## config.mk

```make
export PLATFORM = sky130hd
export DESIGN_NAME = utr_front
export DESIGN_NICKNAME = d
export VERILOG_FILES = /design/src/rtl/utr_pkg.sv /design/src/rtl/utr_front.sv
export SDC_FILE = /design/constraint.sdc
export NUM_CORES = 1
export LEC_CHECK = 0
export BUFFER_PORTS_ARGS = -buffer_cell sky130_fd_sc_hd__buf_2
export CAP_MARGIN = 25
export CORE_MARGIN = 2
export CORE_UTILIZATION = 40
export DETAILED_ROUTE_END_ITERATION = 12
export MAX_ROUTING_LAYER = met4
export SETUP_SLACK_MARGIN = 0.4
export SYNTH_ARGS = -nofsm -noshare
export SYNTH_HDL_FRONTEND = slang
export SYNTH_SLANG_ARGS = --single-unit
```

## constraint.sdc

```tcl
create_clock -name clock -period 24.9 [get_ports clock]
set_input_delay 3.735 -clock clock [delete_from_list [all_inputs] [get_ports clock]]
set_output_delay 3.735 -clock clock [all_outputs]
set_load 0.01 [all_outputs]
```

## src/rtl/utr_pkg.sv

```systemverilog
// ----------------------------------------------------------------------------
// utr_pkg
// Types and constants shared by the trajectory resampler modules.
// ----------------------------------------------------------------------------
package utr_pkg;

   localparam int TIME_W         = 31;
   localparam int POS_W          = 32;
   localparam int IDX_W          = 16;
   // grid time stays below sample time plus one interval, so 33 bits hold it
   localparam int GRID_W         = 33;
   localparam int MAX_POINTS_DEF = 64;

   localparam logic [TIME_W-1:0] GRID_INTERVAL_RST = TIME_W'(65536);
   localparam logic [IDX_W-1:0]  IDX_MAX           = '1;

   // request item
   typedef struct packed {
      logic [TIME_W-1:0]       sample_time;
      logic signed [POS_W-1:0] pos_x;
      logic signed [POS_W-1:0] pos_y;
      logic signed [POS_W-1:0] pos_z;
      logic                    first_sample;
   } req_type;

   // result item
   typedef struct packed {
      logic [TIME_W-1:0]       out_time;
      logic signed [POS_W-1:0] out_x;
      logic signed [POS_W-1:0] out_y;
      logic signed [POS_W-1:0] out_z;
      logic [IDX_W-1:0]        source_index;
      logic                    last_of_run;
   } rsp_type;

   // classified command handed from front to back
   typedef struct packed {
      logic                    first;
      logic [TIME_W-1:0]       cur_time;
      logic signed [POS_W-1:0] cur_x;
      logic signed [POS_W-1:0] cur_y;
      logic signed [POS_W-1:0] cur_z;
      logic [TIME_W-1:0]       prev_time;
      logic signed [POS_W-1:0] prev_x;
      logic signed [POS_W-1:0] prev_y;
      logic signed [POS_W-1:0] prev_z;
      logic [IDX_W-1:0]        src;
   } cmd_type;

   // queue handshake between front and back
   typedef struct packed {
      logic valid;
   } cmd_stat_type;

   typedef struct packed {
      logic pop;
   } cmd_ctrl_type;

endpackage

```

## src/rtl/utr_front.sv

```systemverilog
// ----------------------------------------------------------------------------
// utr_front
// Accepts requests, tracks the previous sample, drops zero-length
// segments and queues commands for the back end.
// ----------------------------------------------------------------------------
module utr_front (
   input  logic                  clock,
   input  logic                  reset,
   input  logic                  req_valid,
   output logic                  req_ready,
   input  utr_pkg::req_type      req,
   output utr_pkg::cmd_stat_type cmd_stat,
   input  utr_pkg::cmd_ctrl_type cmd_ctrl,
   output utr_pkg::cmd_type      cmd
);

   localparam int DEPTH = 2;

   logic [utr_pkg::TIME_W-1:0]       prev_time_ff;
   logic signed [utr_pkg::POS_W-1:0] prev_x_ff;
   logic signed [utr_pkg::POS_W-1:0] prev_y_ff;
   logic signed [utr_pkg::POS_W-1:0] prev_z_ff;
   logic [utr_pkg::IDX_W-1:0]        count_ff, count_in;

   utr_pkg::cmd_type entries_ff [DEPTH];
   utr_pkg::cmd_type cmd_in;
   logic             wr_ptr_ff, rd_ptr_ff;
   logic [1:0]       fill_ff, fill_in;
   logic             accept;
   logic             push;
   logic             pop;

   assign req_ready = (fill_ff != 2'(DEPTH));
   assign accept    = req_valid && req_ready;
   assign push      = accept && (req.first_sample || (req.sample_time != prev_time_ff));
   assign pop       = cmd_ctrl.pop && (fill_ff != 2'd0);

   // build command from this request and the previous sample
   always_comb begin
      cmd_in.first     = req.first_sample;
      cmd_in.cur_time  = req.sample_time;
      cmd_in.cur_x     = req.pos_x;
      cmd_in.cur_y     = req.pos_y;
      cmd_in.cur_z     = req.pos_z;
      cmd_in.prev_time = prev_time_ff;
      cmd_in.prev_x    = prev_x_ff;
      cmd_in.prev_y    = prev_y_ff;
      cmd_in.prev_z    = prev_z_ff;
      cmd_in.src       = count_ff;
   end

   // sample index, saturating
   always_comb begin
      count_in = count_ff;
      if (req.first_sample)
         count_in = '0;
      else if (count_ff != utr_pkg::IDX_MAX)
         count_in = count_ff + 1'b1;
   end

   always_ff @(posedge clock) begin
      if (reset) begin
         prev_time_ff <= '0;
         prev_x_ff    <= '0;
         prev_y_ff    <= '0;
         prev_z_ff    <= '0;
         count_ff     <= '0;
      end else if (accept) begin
         prev_time_ff <= req.sample_time;
         prev_x_ff    <= req.pos_x;
         prev_y_ff    <= req.pos_y;
         prev_z_ff    <= req.pos_z;
         count_ff     <= count_in;
      end
   end

   // two-entry command queue
   always_comb begin
      fill_in = fill_ff;
      if (push && !pop)
         fill_in = fill_ff + 2'd1;
      else if (pop && !push)
         fill_in = fill_ff - 2'd1;
   end

   always_ff @(posedge clock) begin
      if (push)
         entries_ff[wr_ptr_ff] <= cmd_in;
      if (reset) begin
         wr_ptr_ff <= 1'b0;
         rd_ptr_ff <= 1'b0;
         fill_ff   <= '0;
      end else begin
         if (push)
            wr_ptr_ff <= !wr_ptr_ff;
         if (pop)
            rd_ptr_ff <= !rd_ptr_ff;
         fill_ff <= fill_in;
      end
   end

   assign cmd_stat.valid = (fill_ff != 2'd0);
   assign cmd            = entries_ff[rd_ptr_ff];

endmodule

```

After elaboration in Yosys (flattened, before gate mapping)
Memories as Yosys holds them, arrays and structs flattened. A register that Yosys moved wholly into a read port is not among the register bits.
Index checks and enable logic that the tools add are counted.
{ "word_totals": {"register_bits": 147, "ramBits": 542, "in_bits": 132, "out_inout_bits": 273, "word_cells": 37, "memories": 1} }
{ "mem_list": {"columns": ["name", "depth", "width", "read_ports", "rd_clocked_by_memory_dff", "wr", "line_no", "text"], "rows": [
  ["entries_ff", 2, 271, 1, 1, 1, "utr_front.sv:25", "utr_pkg::cmd_type entries_ff [DEPTH];"]
]} }
{ "classes": {"n_addsub": 3, "eq_ne": 3, "n_mux": 8, "reduce_logical": 14} }
{ "ops": {"columns": ["op", "n"], "rows": [
  ["16-bit 2-to-1 mux", 2],
  ["31-bit != test", 1],
  ["16-bit by 1-bit adder with 16-bit output, second input constant", 1],
  ["16-bit != test, second input constant", 1],
  ["2-bit nonzero test", 3],
  ["1-bit logical AND", 5],
  ["1-bit logical NOT", 4],
  ["1-bit 2-to-1 mux", 4],
  ["2-bit 2-to-1 mux", 2],
  ["2-bit by 1-bit adder with 2-bit output, second input constant", 1],
  ["2-bit != test, second input constant", 1],
  ["2-bit AND reduction", 1],
  ["2-bit by 1-bit subtractor with 2-bit output, second input constant", 1],
  ["1-bit logical OR", 1]
]} }

Logic depth before layout (Yosys ltp)
Gate-level depths: netlist of the first run.
{ "depth": {"word_depth": 7, "ltp_mapped": 8, "mapped_depth_nobuf": 8} }

Worst setup path before layout of the first run
No wires, ideal clock.
{ "synth_path": {"kind": "input to register", "start": "in req[118] in the netlist's numbering", "end": "mem entries_ff[0][0] in the netlist's numbering, enable pin", "setup_time_ns": 0.940, "arrival_time_ns": 16.111, "required_ns": 23.960, "path_slack_ns": 7.849, "path_stages": 5, "path_buffers": 0, "cell_sequence": "xor2_1 or4_4 nor4_4 a21oi_2 nor2b_1"} }
{ "synth_via": {"elab_chain_len": 5} }
{ "synth_lines": {"columns": ["item", "line_no", "text"], "rows": [
  ["start: declaration", "utr_front.sv:11", "input utr_pkg::req_type req,"],
  ["31-bit != test", "utr_front.sv:35", "assign push = accept && (req.first_sample || (req.sample_time != prev_time_ff));"],
  ["1-bit logical OR", "utr_front.sv:35", null],
  ["1-bit logical AND", "utr_front.sv:35", null],
  ["via push", "utr_front.sv:30", "logic push;"],
  ["1-bit 2-to-1 mux", "utr_front.sv:87", "if (push)"],
  ["1-bit 2-to-1 mux (not written as such)", "utr_front.sv:88", "entries_ff[wr_ptr_ff] <= cmd_in;"],
  ["end: declaration", "utr_front.sv:25", null]
]} }
The timed path passes the listed nets, and every way through them passes these cells.

==> metrics.md, run 1 <==
| Metric | Value |
|---|---|
| Outcome | `finished clean` |
| Wire length of the first global-routing pass | `around 82000 um` |
| Met3 track demand over resource in global routing | `around 5.4%` |
| Global routing met1 resource utilization | `about a fifth` |
| Share of total power consumed by net switching | `27.7%` |
| R2R cell count | `8` |
| Number of buffers inserted for hold repair after clock tree synthesis | `0` |
| Actual transition at the worst max-transition pin | `1270 ps` |
| Number of instances resized during post-cts repair | `0` |
| RSZ-0062 raised after global routing | `no` |
| Maximum number of pins on one net before global-route repair | `roughly 170` |
| Clock buffer count from CTS | `74` |
| Clock tree from TritonCTS | `built` |
| Buffers added on ports | `404` |
| Required time at the endpoint of the critical path | `21160 ps` |
| Die Width | `approximately 250 um` |
| Type of origin of the critical path | `flip-flop` |
| Gate power share | `22.1%` |
| Max H-tree Level | `3` |
| RePlAce Congestion | `a little under 0.8` |
| Total iterations of the first detailed-routing run | `4` |
| Part of the power in the clock network | `32.6%` |
| Distinct cell type count of the synthesized netlist | `34` |
| Remaining number of nets flagged by the antenna check after routing | `0` |
| Power per unit of standard cell area | `~110 mW/mm^2` |
| Starting Density | `approximately two fifths` |
| Vias/cell | `4.85` |
| Routed vias | `13.9k` |
| Max frequency | `0.150 GHz` |
| Grt met2 use | `27.6%` |
| # rows | `91` |
| Worst setup path class | `flip-flop to output pin` |
| Final period demand of the worst path | `about 6700 ps` |
| Die Y | `255 um` |
| Worst R2R Start | `fill_ff[0]` |
| Design Power | `~3300 uW` |
| Clk pin slew, worst setup/hold paths | `60 ps` |
| Post-synthesis instance area | `0.0251 mm^2` |
| Post CTS Setup Buffer Count | `0` |
| Yosys synthesis warning count | `0` |
| Clock tree sinks | `690` |
| Relative contribution of sequential cells to total power | `a little under half` |
| Final cycle utilization of the critical path | `26.9%` |
| Synthesized net count | `between 1.5k and 2k` |
| Termination of the worst setup path | `cmd[142]` |
| Count of endpoints failing setup in the final report | `0` |
| Worst IR drop on VDD | `0.0692 mV` |
| Initial antenna violation count | `6` |
| Hold violation count in the final report | `0` |
| Number of max-slew violations in the final report | `0` |
| Non-filler cells in the finished layout | `approximately 2.9k` |
| Internal power contribution | `around 2400 uW` |
| Syn Inst Count | `1554` |
| Clock Latency Late Sink | `roughly 590 ps` |
| Clock tree skew after final layout | `21.9 ps` |
| Remaining global-route overflow | `0` |
| Flip-flop and latch count after synthesis | `690` |
| Half-perimeter wire length after placement | `about 34000 um` |
| Longest Clk Path Bufs | `3` |
| Minimum setup slack among reg-to-reg paths | `between 20000 and 25000 ps` |
| Post-synthesis to final-layout area growth | `21.4%` |
| Critical path capture point type | `output pin` |
| Standby leakage power | `~0.011 uW` |
| 1st-iter DRT viols | `743` |
| Vias in the first global route | `about 14k` |
| Number of remaining DRC errors | `0` |
| Placeable core area | `~0.062 mm^2` |
| Area of the die | `about 0.065 mm^2` |
| Normalized max-slew margin | `15.2%` |
| End of the worst register-to-register path | `entries_ff[0][74]` |
| Post-layout nets | `2107` |
| Global route hottest layer | `met2` |
| Number of max-cap violations | `0` |
| Arrival time at the worst endpoint | `approximately 3000 ps` |
| Routed wire length | `56200 um` |
| TNS Setup | `0 ps` |
| Average detailed-routed wire length per instance | `19.6 um` |
| P_sw | `914 uW` |
| Worst hold path type | `flip-flop to flip-flop` |
| # placed instances | `2733` |
| Global-route usage over all layers | `between 10% and 20%` |
| Ports placed on the boundary | `about 410` |
| Critical path peak fanout | `172` |
| Synth Area per Inst | `around 16 um^2` |
| Clock root buffer master | `sky130_fd_sc_hd__clkbuf_16` |
| Portion of the post-synthesis area used by sequential elements | `76.6%` |
| Share of post-route cells with drive strength above 1 | `roughly two fifths` |
## state kept, by name, indices dropped and copies added (netlist names), 2 cells and up, named ones only
| signal | count |
|---|---|
| count_ff | 16 |
| prev_x_ff | 32 |
| entries_ff | 542 |
| fill_ff | 2 |
| prev_time_ff | 31 |
| prev_y_ff | 32 |
| prev_z_ff | 32 |
## synth_stat cells, drive strengths merged
cell	n	area share (%)
inv	1	0.015
xnor2	42	1.5
a31oi	1	0.025
or3	1	0.025
nand3b	2	0.060
nor2b	2	0.050
nand2	260	3.9
buf	27	0.47
and2	2	0.050
or2	1	0.025
nor4	7	0.23
ha	2	0.10
or4	1	0.045
nand2b	2	0.050
mux2	272	12
nor3b	1	0.030
a211oi	2	0.060
nand4	10	0.25
and3	2	0.050
o21ai	1	0.020
nor2	19	0.28
and4	3	0.10
dfxtp	148	12
nand3	7	0.14
xor2	6	0.21
edfxtp	542	65
a21o	1	0.030
nor3	5	0.10
a21oi	134	2.7
clkbuf	50	0.75
## power groups by stage
stage	Clock (uW)	Combinational, uW	Sequential [uW]
final	1080	731	1490
after global routing	1150	790	1510
after detailed placement	0	744	1520
after global placement	0	741	1510
after floorplan	0	447	1550
after CTS	1110	749	1500
## metrics by stage
step                      setup slack (ps)  instance area, um^2  util, %  hold WS (ps)
after global routing                 18040                30500     49.2           458
after global placement               17030                28000     45.3           429
after CTS                            17900                30500     49.2           438
after floorplan                       7850                25100        -           425
after detailed placement             17250                28100     45.3           437
final                                18210                30500     49.2           434
## routing by layer
layer,vias up,wire (um)
met1,6945,23600
met4,0,940
li1,6576,-
met2,344,27400
met5,-,0
met3,65,4270
## cell families (layout without fill, tap and decap cells)
logic type,count (synthesis),after routing,synth area share (%)
adder cells (fa/ha/maj),2,2,0.0996
buffers and inverters,78,555,1.23
XOR/XNOR,48,48,1.67
multiplexers,272,272,12.2
AO/OA/AOI/OAI,139,139,2.82
flip-flops,690,690,76.6
other,0,6,0
AND/OR/NAND/NOR,325,325,5.38
## placed cells by master (no fill, tap or decap), drive strengths merged, types with 7 or more instances in the layout
master  count
nor2       19
buf       420
nand4      10
nand3       7
clkbuf    104
dfxtp     148
xnor2      42
mux2      272
nand2     260
nor4        7
edfxtp    542
a21oi     134
bufinv      7
clkinv     17
## area by class of cell
cell class,count,area (um^2)
Clock buffer,104,2060
Inverter,1,3.75
Fill cell,5396,31400
Clock inverter,30,337
Tap cell,837,1050
Timing Repair Buffer,420,2210
Antenna cell,6,15.0
Sequential cell,690,19200
Multi-Input combinational cell,786,5590
## how the worst min path moves through the flow
stage	start	depth (start not counted)	slack, ps	endpoint
global route	prev_x_ff[28]	0	460	entries_ff[0][108]
detailed placement	prev_z_ff[9]	0	440	entries_ff[0][25]
finish	prev_z_ff[26]	0	430	entries_ff[1][42]
global placement	prev_x_ff[26]	0	430	entries_ff[1][106]
CTS	prev_z_ff[26]	0	440	entries_ff[0][42]
floorplan	prev_x_ff[20]	0	430	entries_ff[0][100]
## critical path, stage by stage, from the launching register on
cell                      delay (ps)
sky130_fd_sc_hd__dfxtp_4         780
sky130_fd_sc_hd__buf_12          770
sky130_fd_sc_hd__mux2_2          450
sky130_fd_sc_hd__buf_2           170
Power figures use the tool's default switching activity.
==> run 2: changes to the inputs <==
- clock period: 24.9 -> 6.7 ns (I/O delays scaled with it)
==> metrics.md, run 2 (synthesized netlist as in run 1, its figures left out) <==
| Metric | Value |
|---|---|
| Outcome | `finished clean` |
| End of the worst register-to-register path | `entries_ff[0][76]` |
| Buffers added on ports | `404 (unchanged)` |
| Leading cell type in the layout, fill and taps excluded | `sky130_fd_sc_hd__edfxtp_1` |
| Min-Delay Startpoint | `prev_y_ff[10]` |
| Fill cell count | `5361 (-0.65%)` |
| Post-layout nets | `2105 (-0.095%)` |
| Die Width | `255 um (unchanged)` |
| Max H-tree Level | `3 (unchanged)` |
| Cells traversed along the worst timing path | `buf_12 -> mux2_2 -> buf_2` |
| Half-perimeter wire length after placement | `33700 um (-2.1%)` |
| Non-filler cells in the finished layout | `2872 (-0.070%)` |
| Average detailed-routed wire length per instance | `19.3 um (-1.2%)` |
| Maximum single-stage delay on the critical path | `920 ps (+140 ps)` |
| Vias/cell | `4.85 (+0.13%)` |
| Placement Setup Slack | `3330 ps (-13920 ps)` |
| Number of instances resized during post-cts repair | `0 (unchanged)` |
| Number of flip-flops in the largest register | `542 (unchanged)` |
| Clock tree from TritonCTS | `built` |
| Area of the die | `0.0648 mm^2 (unchanged)` |
| Critical path capture point type | `output pin` |
| Remaining global-route overflow | `0 (unchanged)` |
| # rows | `91 (unchanged)` |
| Arrival time at the worst endpoint | `2950 ps (about the same)` |
| Critical path peak fanout | `134 (-22%)` |
| Required time at the endpoint of the critical path | `5690 ps (-15470 ps)` |
| Normalized max-slew margin | `25.6% (+10 points)` |
| End of the worst hold path | `entries_ff[1][58]` |
| Register with the highest flop count | `entries_ff` |
| Remaining number of nets flagged by the antenna check after routing | `0 (unchanged)` |
| Routed wire length | `55500 um (-1.3%)` |
| Vias in the first global route | `13.9k (-0.079%)` |
| R2R cell count | `6 (-2)` |
| Total cell area at the placement stage | `0.0281 mm^2 (+0.11%)` |
| Clock tree skew after final layout | `18.3 ps (-3.51 ps)` |
| RSZ-0062 raised after global routing | `no` |
| Die Y | `255 um (unchanged)` |
| Starting Density | `40.6% (unchanged)` |
| RePlAce Congestion | `0.780 (-1.4%)` |
| Number of max-slew violations in the final report | `0 (unchanged)` |
| Ports placed on the boundary | `405 (unchanged)` |
| Max frequency | `approximately 0.25 GHz` |
| Worst hold path type | `flip-flop to flip-flop` |
| Minimum setup slack among reg-to-reg paths | `3850 ps (-17430 ps)` |
| Clock Latency Late Sink | `610 ps (+20 ps)` |
| Buffer and inverter count on the worst path | `2 (unchanged)` |
| Number of buffers inserted for hold repair after clock tree synthesis | `0 (unchanged)` |
| Clock root buffer master | `sky130_fd_sc_hd__clkbuf_16` |
| Worst R2R Start | `prev_time_ff[5]` |
| Clock buffer count from CTS | `74 (unchanged)` |
| Global-route usage over all layers | `17.2% (-0.16 points)` |
| # placed instances | `2732 (-0.037%)` |
| Post-synthesis to final-layout area growth | `21.3% (about the same)` |
| Highest-count cells in the layout ignoring fill and taps | `sky130_fd_sc_hd__edfxtp_1, sky130_fd_sc_hd__buf_2, sky130_fd_sc_hd__mux2_2, sky130_fd_sc_hd__nand2_1, sky130_fd_sc_hd__dfxtp_1` |
| TNS Setup | `0 ps (unchanged)` |
| Hold violation count in the final report | `0 (unchanged)` |
| 1st-iter DRT viols | `756 (+1.7%)` |
| Routed vias | `13.9k (+0.065%)` |
| Initial antenna violation count | `7 (+1)` |
| Final worst-path setup slack | `2750 ps (-15470 ps)` |
| Post CTS Setup Buffer Count | `0 (unchanged)` |
| Share of post-route cells with drive strength above 1 | `39.8% (+0.26 points)` |
| Number of remaining DRC errors | `0 (unchanged)` |
| Cell family with most CP delay | `flip-flops` |
| Standby leakage power | `0.0111 uW (about the same)` |
| Number of max-cap violations | `0 (unchanged)` |
| Count of cells along the worst hold path | `0 (unchanged)` |
| Power per unit of standard cell area | `400 mW/mm^2 (+270%)` |
| Total iterations of the first detailed-routing run | `5 (+1)` |
| Type of origin of the critical path | `flip-flop` |
| Actual transition at the worst max-transition pin | `1120 ps (-157 ps)` |
| Slowest stage cell, crit path | `sky130_fd_sc_hd__dfxtp_4` |
| Design Power | `12200 uW (+270%)` |
| Clk pin slew, worst setup/hold paths | `60 ps (about the same)` |
| Placeable core area | `0.0619 mm^2 (unchanged)` |
| Worst IR drop on VDD | `0.311 mV (+350%)` |
| Longest Clk Path Bufs | `3 (unchanged)` |
| Maximum number of pins on one net before global-route repair | `148 (-14%)` |
| Wire length of the first global-routing pass | `82000 um (-0.56%)` |
| Clock tree sinks | `690 (unchanged)` |
| Post-Layout Inst Area | `0.0305 mm^2 (about the same)` |
| Worst setup path class | `flip-flop to output pin` |
| Final period demand of the worst path | `3950 ps` |
| Final cycle utilization of the critical path | `59.0%` |
| Count of endpoints failing setup in the final report | `0 (unchanged)` |
[run 2: worst max path at each step]
stage          startpoint                  to  slack, ps  cells after the start
6_report        flip-flop             cmd[47]       2750                      3
5_1_grt         flip-flop             cmd[47]       2550                      3
4_1_cts         flip-flop             cmd[47]       2650                      3
3_5_place_dp     req[120]   entries_ff[1][83]       3330                      7
3_3_place_gp     req[120]  entries_ff[1][207]       3320                      7
2_1_floorplan    req[118]    entries_ff[0][0]        610                      5
[run 2: stage by stage]
stage	utilization [%]	hold slack (ps)
after floorplan	-	425
after global placement	45.3	428
after detailed placement	45.4	436
after CTS	49.2	438
after global routing	49.2	446
final	49.2	442
[run 2: cell type report]
class                   count  area, um^2  share of cell area [%]
flip-flops and latches    690       19200                    63.1
multi-input cells         786        5590                    18.3
repair buffers            418        2210                    7.26
clock buffers             107        2120                    6.95
well taps                 837        1050                    3.44
clock inverters            26         248                   0.813
diodes                      7        17.5                  0.0575
inverters                   1        3.75                  0.0123
[run 2: metal layers]
layer / share of wire (%) / track usage, % / vias to the layer above / routed length, um
li1: - / - / 6568 / -
met1: 41 / 20.8 / 6914 / 22700
met2: 49 / 27.8 / 368 / 27500
met3: 7.2 / 5.26 / 89 / 4000
met4: 2.4 / 5.26 / 0 / 1310
met5: 0 / - / - / 0
[run 2: where the power goes]
group | switching [uW] | internal, uW | total, uW
combinational | 1550 | 1120 | 2670
sequential | 224 | 5340 | 5570
clock | 1600 | 2350 | 3950
==> run 3: changes to the inputs <==
- clock period: 6.7 -> 3.4 ns (I/O delays scaled with it)
==> metrics.md, run 3 (synthesized netlist as in run 1, its figures left out) <==
| Metric | Value |
|---|---|
| Arrival time at the worst endpoint | `2190 ps (-760 ps)` |
| Gate power share | `22.8% (+0.9 points)` |
| Buffers added on ports | `404 (unchanged)` |
| Clock tree from TritonCTS | `built` |
| Internal power contribution | `17400 uW (+97%)` |
| Maximum single-stage delay on the critical path | `460 ps (-460 ps)` |
| Termination of the worst setup path | `cmd[104]` |
| Required time at the endpoint of the critical path | `2890 ps (-2800 ps)` |
| Initial antenna violation count | `4 (-3)` |
| Slowest stage cell, crit path | `sky130_fd_sc_hd__dfxtp_4` |
| Post-layout nets | `2107 (+0.095%)` |
| Type of origin of the critical path | `flip-flop` |
| Vias in the first global route | `14.0k (+0.87%)` |
| Number of remaining DRC errors | `0 (unchanged)` |
| Number of cells on the critical path | `3 (unchanged)` |
| Share of total power consumed by net switching | `27.8% (+0.12 points)` |
| Ports placed on the boundary | `405 (unchanged)` |
| Final cycle utilization of the critical path | `79.4%` |
| Area of the die | `0.0648 mm^2 (unchanged)` |
| RSZ-0062 raised after global routing | `no` |
| Relative contribution of sequential cells to total power | `45.2% (-0.5 points)` |
| # placed instances | `2735 (+0.11%)` |
| Count of endpoints failing setup in the final report | `0 (unchanged)` |
| Standby leakage power | `0.0111 uW (+0.18%)` |
| Register with the highest flop count | `entries_ff` |
| Power per unit of standard cell area | `788 mW/mm^2 (+97%)` |
| RePlAce Congestion | `0.773 (-0.99%)` |
| Clock root buffer master | `sky130_fd_sc_hd__clkbuf_16` |
| Global-route usage over all layers | `17.6% (+0.40 points)` |
| Cell family with most CP delay | `buffers and inverters` |
| Vias/cell | `4.87 (+0.38%)` |
| Highest-count cells in the layout ignoring fill and taps | `sky130_fd_sc_hd__edfxtp_1, sky130_fd_sc_hd__buf_2, sky130_fd_sc_hd__mux2_2, sky130_fd_sc_hd__nand2_1, sky130_fd_sc_hd__dfxtp_1` |
| Fill cell count | `5388 (+0.50%)` |
| Max H-tree Level | `3 (unchanged)` |
| End of the worst register-to-register path | `entries_ff[0][83]` |
| Buffer and inverter count on the worst path | `2 (unchanged)` |
| Hold violation count in the final report | `0 (unchanged)` |
| Number of buffers inserted for hold repair after clock tree synthesis | `0 (unchanged)` |
| Outcome | `finished clean` |
| Starting Density | `40.6% (unchanged)` |
| Average detailed-routed wire length per instance | `19.7 um (+1.9%)` |
| Clock tree skew after final layout | `21.6 ps (+3.31 ps)` |
| Number of max-slew violations in the final report | `0 (unchanged)` |
| Routed vias | `14.0k (+0.42%)` |
| Minimum setup slack among reg-to-reg paths | `800 ps (-3050 ps)` |
| Total iterations of the first detailed-routing run | `4 (-1)` |
| Longest Clk Path Bufs | `3 (unchanged)` |
| R2R cell count | `7 (+1)` |
| Critical path capture point type | `output pin` |
| Half-perimeter wire length after placement | `34400 um (+2.0%)` |
| Design Power | `24100 uW (+98%)` |
| Die Width | `255 um (unchanged)` |
| Wire length of the first global-routing pass | `83500 um (+1.8%)` |
| # rows | `91 (unchanged)` |
| Clock tree sinks | `690 (unchanged)` |
| Post-synthesis to final-layout area growth | `21.7%` |
| Leading cell type in the layout, fill and taps excluded | `sky130_fd_sc_hd__edfxtp_1` |
| Clock Latency Late Sink | `600 ps (about the same)` |
| 1st-iter DRT viols | `769 (+1.7%)` |
| Cells traversed along the worst timing path | `buf_12 -> mux2_2 -> buf_2` |
| Maximum number of pins on one net before global-route repair | `145 (-2.0%)` |
| Worst IR drop on VDD | `0.560 mV (+80%)` |
| Share of post-route cells with drive strength above 1 | `39.4% (-0.37 points)` |
| Routed wire length | `56500 um (+1.9%)` |
| Normalized max-slew margin | `33.1% (+7.5 points)` |
| Worst setup path class | `flip-flop to output pin` |
| Clk pin slew, worst setup/hold paths | `60 ps (about the same)` |
| Clock buffer count from CTS | `73 (-1.4%)` |
| Number of max-cap violations | `0 (unchanged)` |
| Critical path peak fanout | `90 (-33%)` |
| Number of instances resized during post-cts repair | `0 (unchanged)` |
| Post CTS Setup Buffer Count | `0 (unchanged)` |
| Placeable core area | `0.0619 mm^2 (unchanged)` |
| Number of flip-flops in the largest register | `542 (unchanged)` |
| P_sw | `6700 uW (+98%)` |
| TNS Setup | `0 ps (unchanged)` |
| Die Y | `255 um (unchanged)` |
| Part of the power in the clock network | `32.0% (-0.4 points)` |
| Max frequency | `approximately 0.37 GHz` |
| Remaining number of nets flagged by the antenna check after routing | `0 (unchanged)` |
| Remaining global-route overflow | `0 (unchanged)` |
| Actual transition at the worst max-transition pin | `1000 ps (-112 ps)` |
| Worst hold path type | `primary input to flip-flop` |
| Final period demand of the worst path | `2700 ps` |
| Worst R2R Start | `prev_time_ff[23]` |
| Non-filler cells in the finished layout | `2873 (+0.035%)` |
run 3: changes by cell type in the layout (fill, tap and decap cells not counted):
cell	before	now
sky130_fd_sc_hd__clkinv_2	10	4
sky130_fd_sc_hd__inv_6	4	3
sky130_fd_sc_hd__diode_2	7	4
sky130_fd_sc_hd__bufinv_16	4	3
sky130_fd_sc_hd__buf_16	1	0
sky130_fd_sc_hd__clkbuf_8	12	9
sky130_fd_sc_hd__buf_12	5	14
sky130_fd_sc_hd__clkinv_1	5	15
sky130_fd_sc_hd__buf_4	9	4
sky130_fd_sc_hd__clkbuf_16	75	77
run 3: how the worst min path moves through the flow:
| stage | start | end | slack [ps] | cells past startpoint |
|---|---|---|---|---|
| 2_1_floorplan | prev_x_ff[20] | entries_ff[0][100] | 430 | 0 |
| 3_3_place_gp | prev_x_ff[27] | entries_ff[0][107] | 430 | 0 |
| 3_5_place_dp | prev_x_ff[28] | entries_ff[1][108] | 440 | 0 |
| 4_1_cts | req[89] | entries_ff[0][231] | 70 | 1 |
| 5_1_grt | req[76] | entries_ff[1][218] | 80 | 1 |
| 6_report | req[89] | entries_ff[0][231] | 120 | 1 |
run 3: per-stage QoR:
| stage | setup slack, ps | instance area [um^2] | hold slack, ps | utilization [%] |
|---|---|---|---|---|
| floorplan | -2190 | 25100 | 425 | - |
| global placement | 610 | 28200 | 429 | 45.5 |
| detailed placement | 540 | 28200 | 437 | 45.5 |
| CTS | 660 | 30600 | 67.3 | 49.3 |
| global route | 612 | 30600 | 79.9 | 49.3 |
| finish | 702 | 30600 | 116 | 49.3 |
run 3: final cells by class:
cell class              count  area (um^2)  area share (%)
repair buffers            421         2330            7.61
flip-flops and latches    690        19200            63.0
clock buffers             106         2130            6.96
well taps                 837         1050            3.43
clock inverters            28          216           0.708
inverters                   1         3.75          0.0123
diodes                      4         10.0          0.0327
multi-input cells         786         5590            18.3
run 3: power by group through the flow:
stage	clock, uW	combinational, uW	sequential (uW)
floorplan	0	3280	11100
global placement	0	5630	11000
detailed placement	0	5630	11100
CTS	7900	5660	10900
global route	8240	5930	11000
finish	7700	5490	10900
run 3: metal layers:
| metal | wire (um) | up-vias | GRT usage [%] |
|---|---|---|---|
| met5 | 0 | - | - |
| met4 | 974 | 0 | 5.30 |
| met3 | 3530 | 79 | 4.08 |
| met2 | 28200 | 344 | 28.8 |
| met1 | 23800 | 7005 | 21.8 |
| li1 | - | 6569 | - |
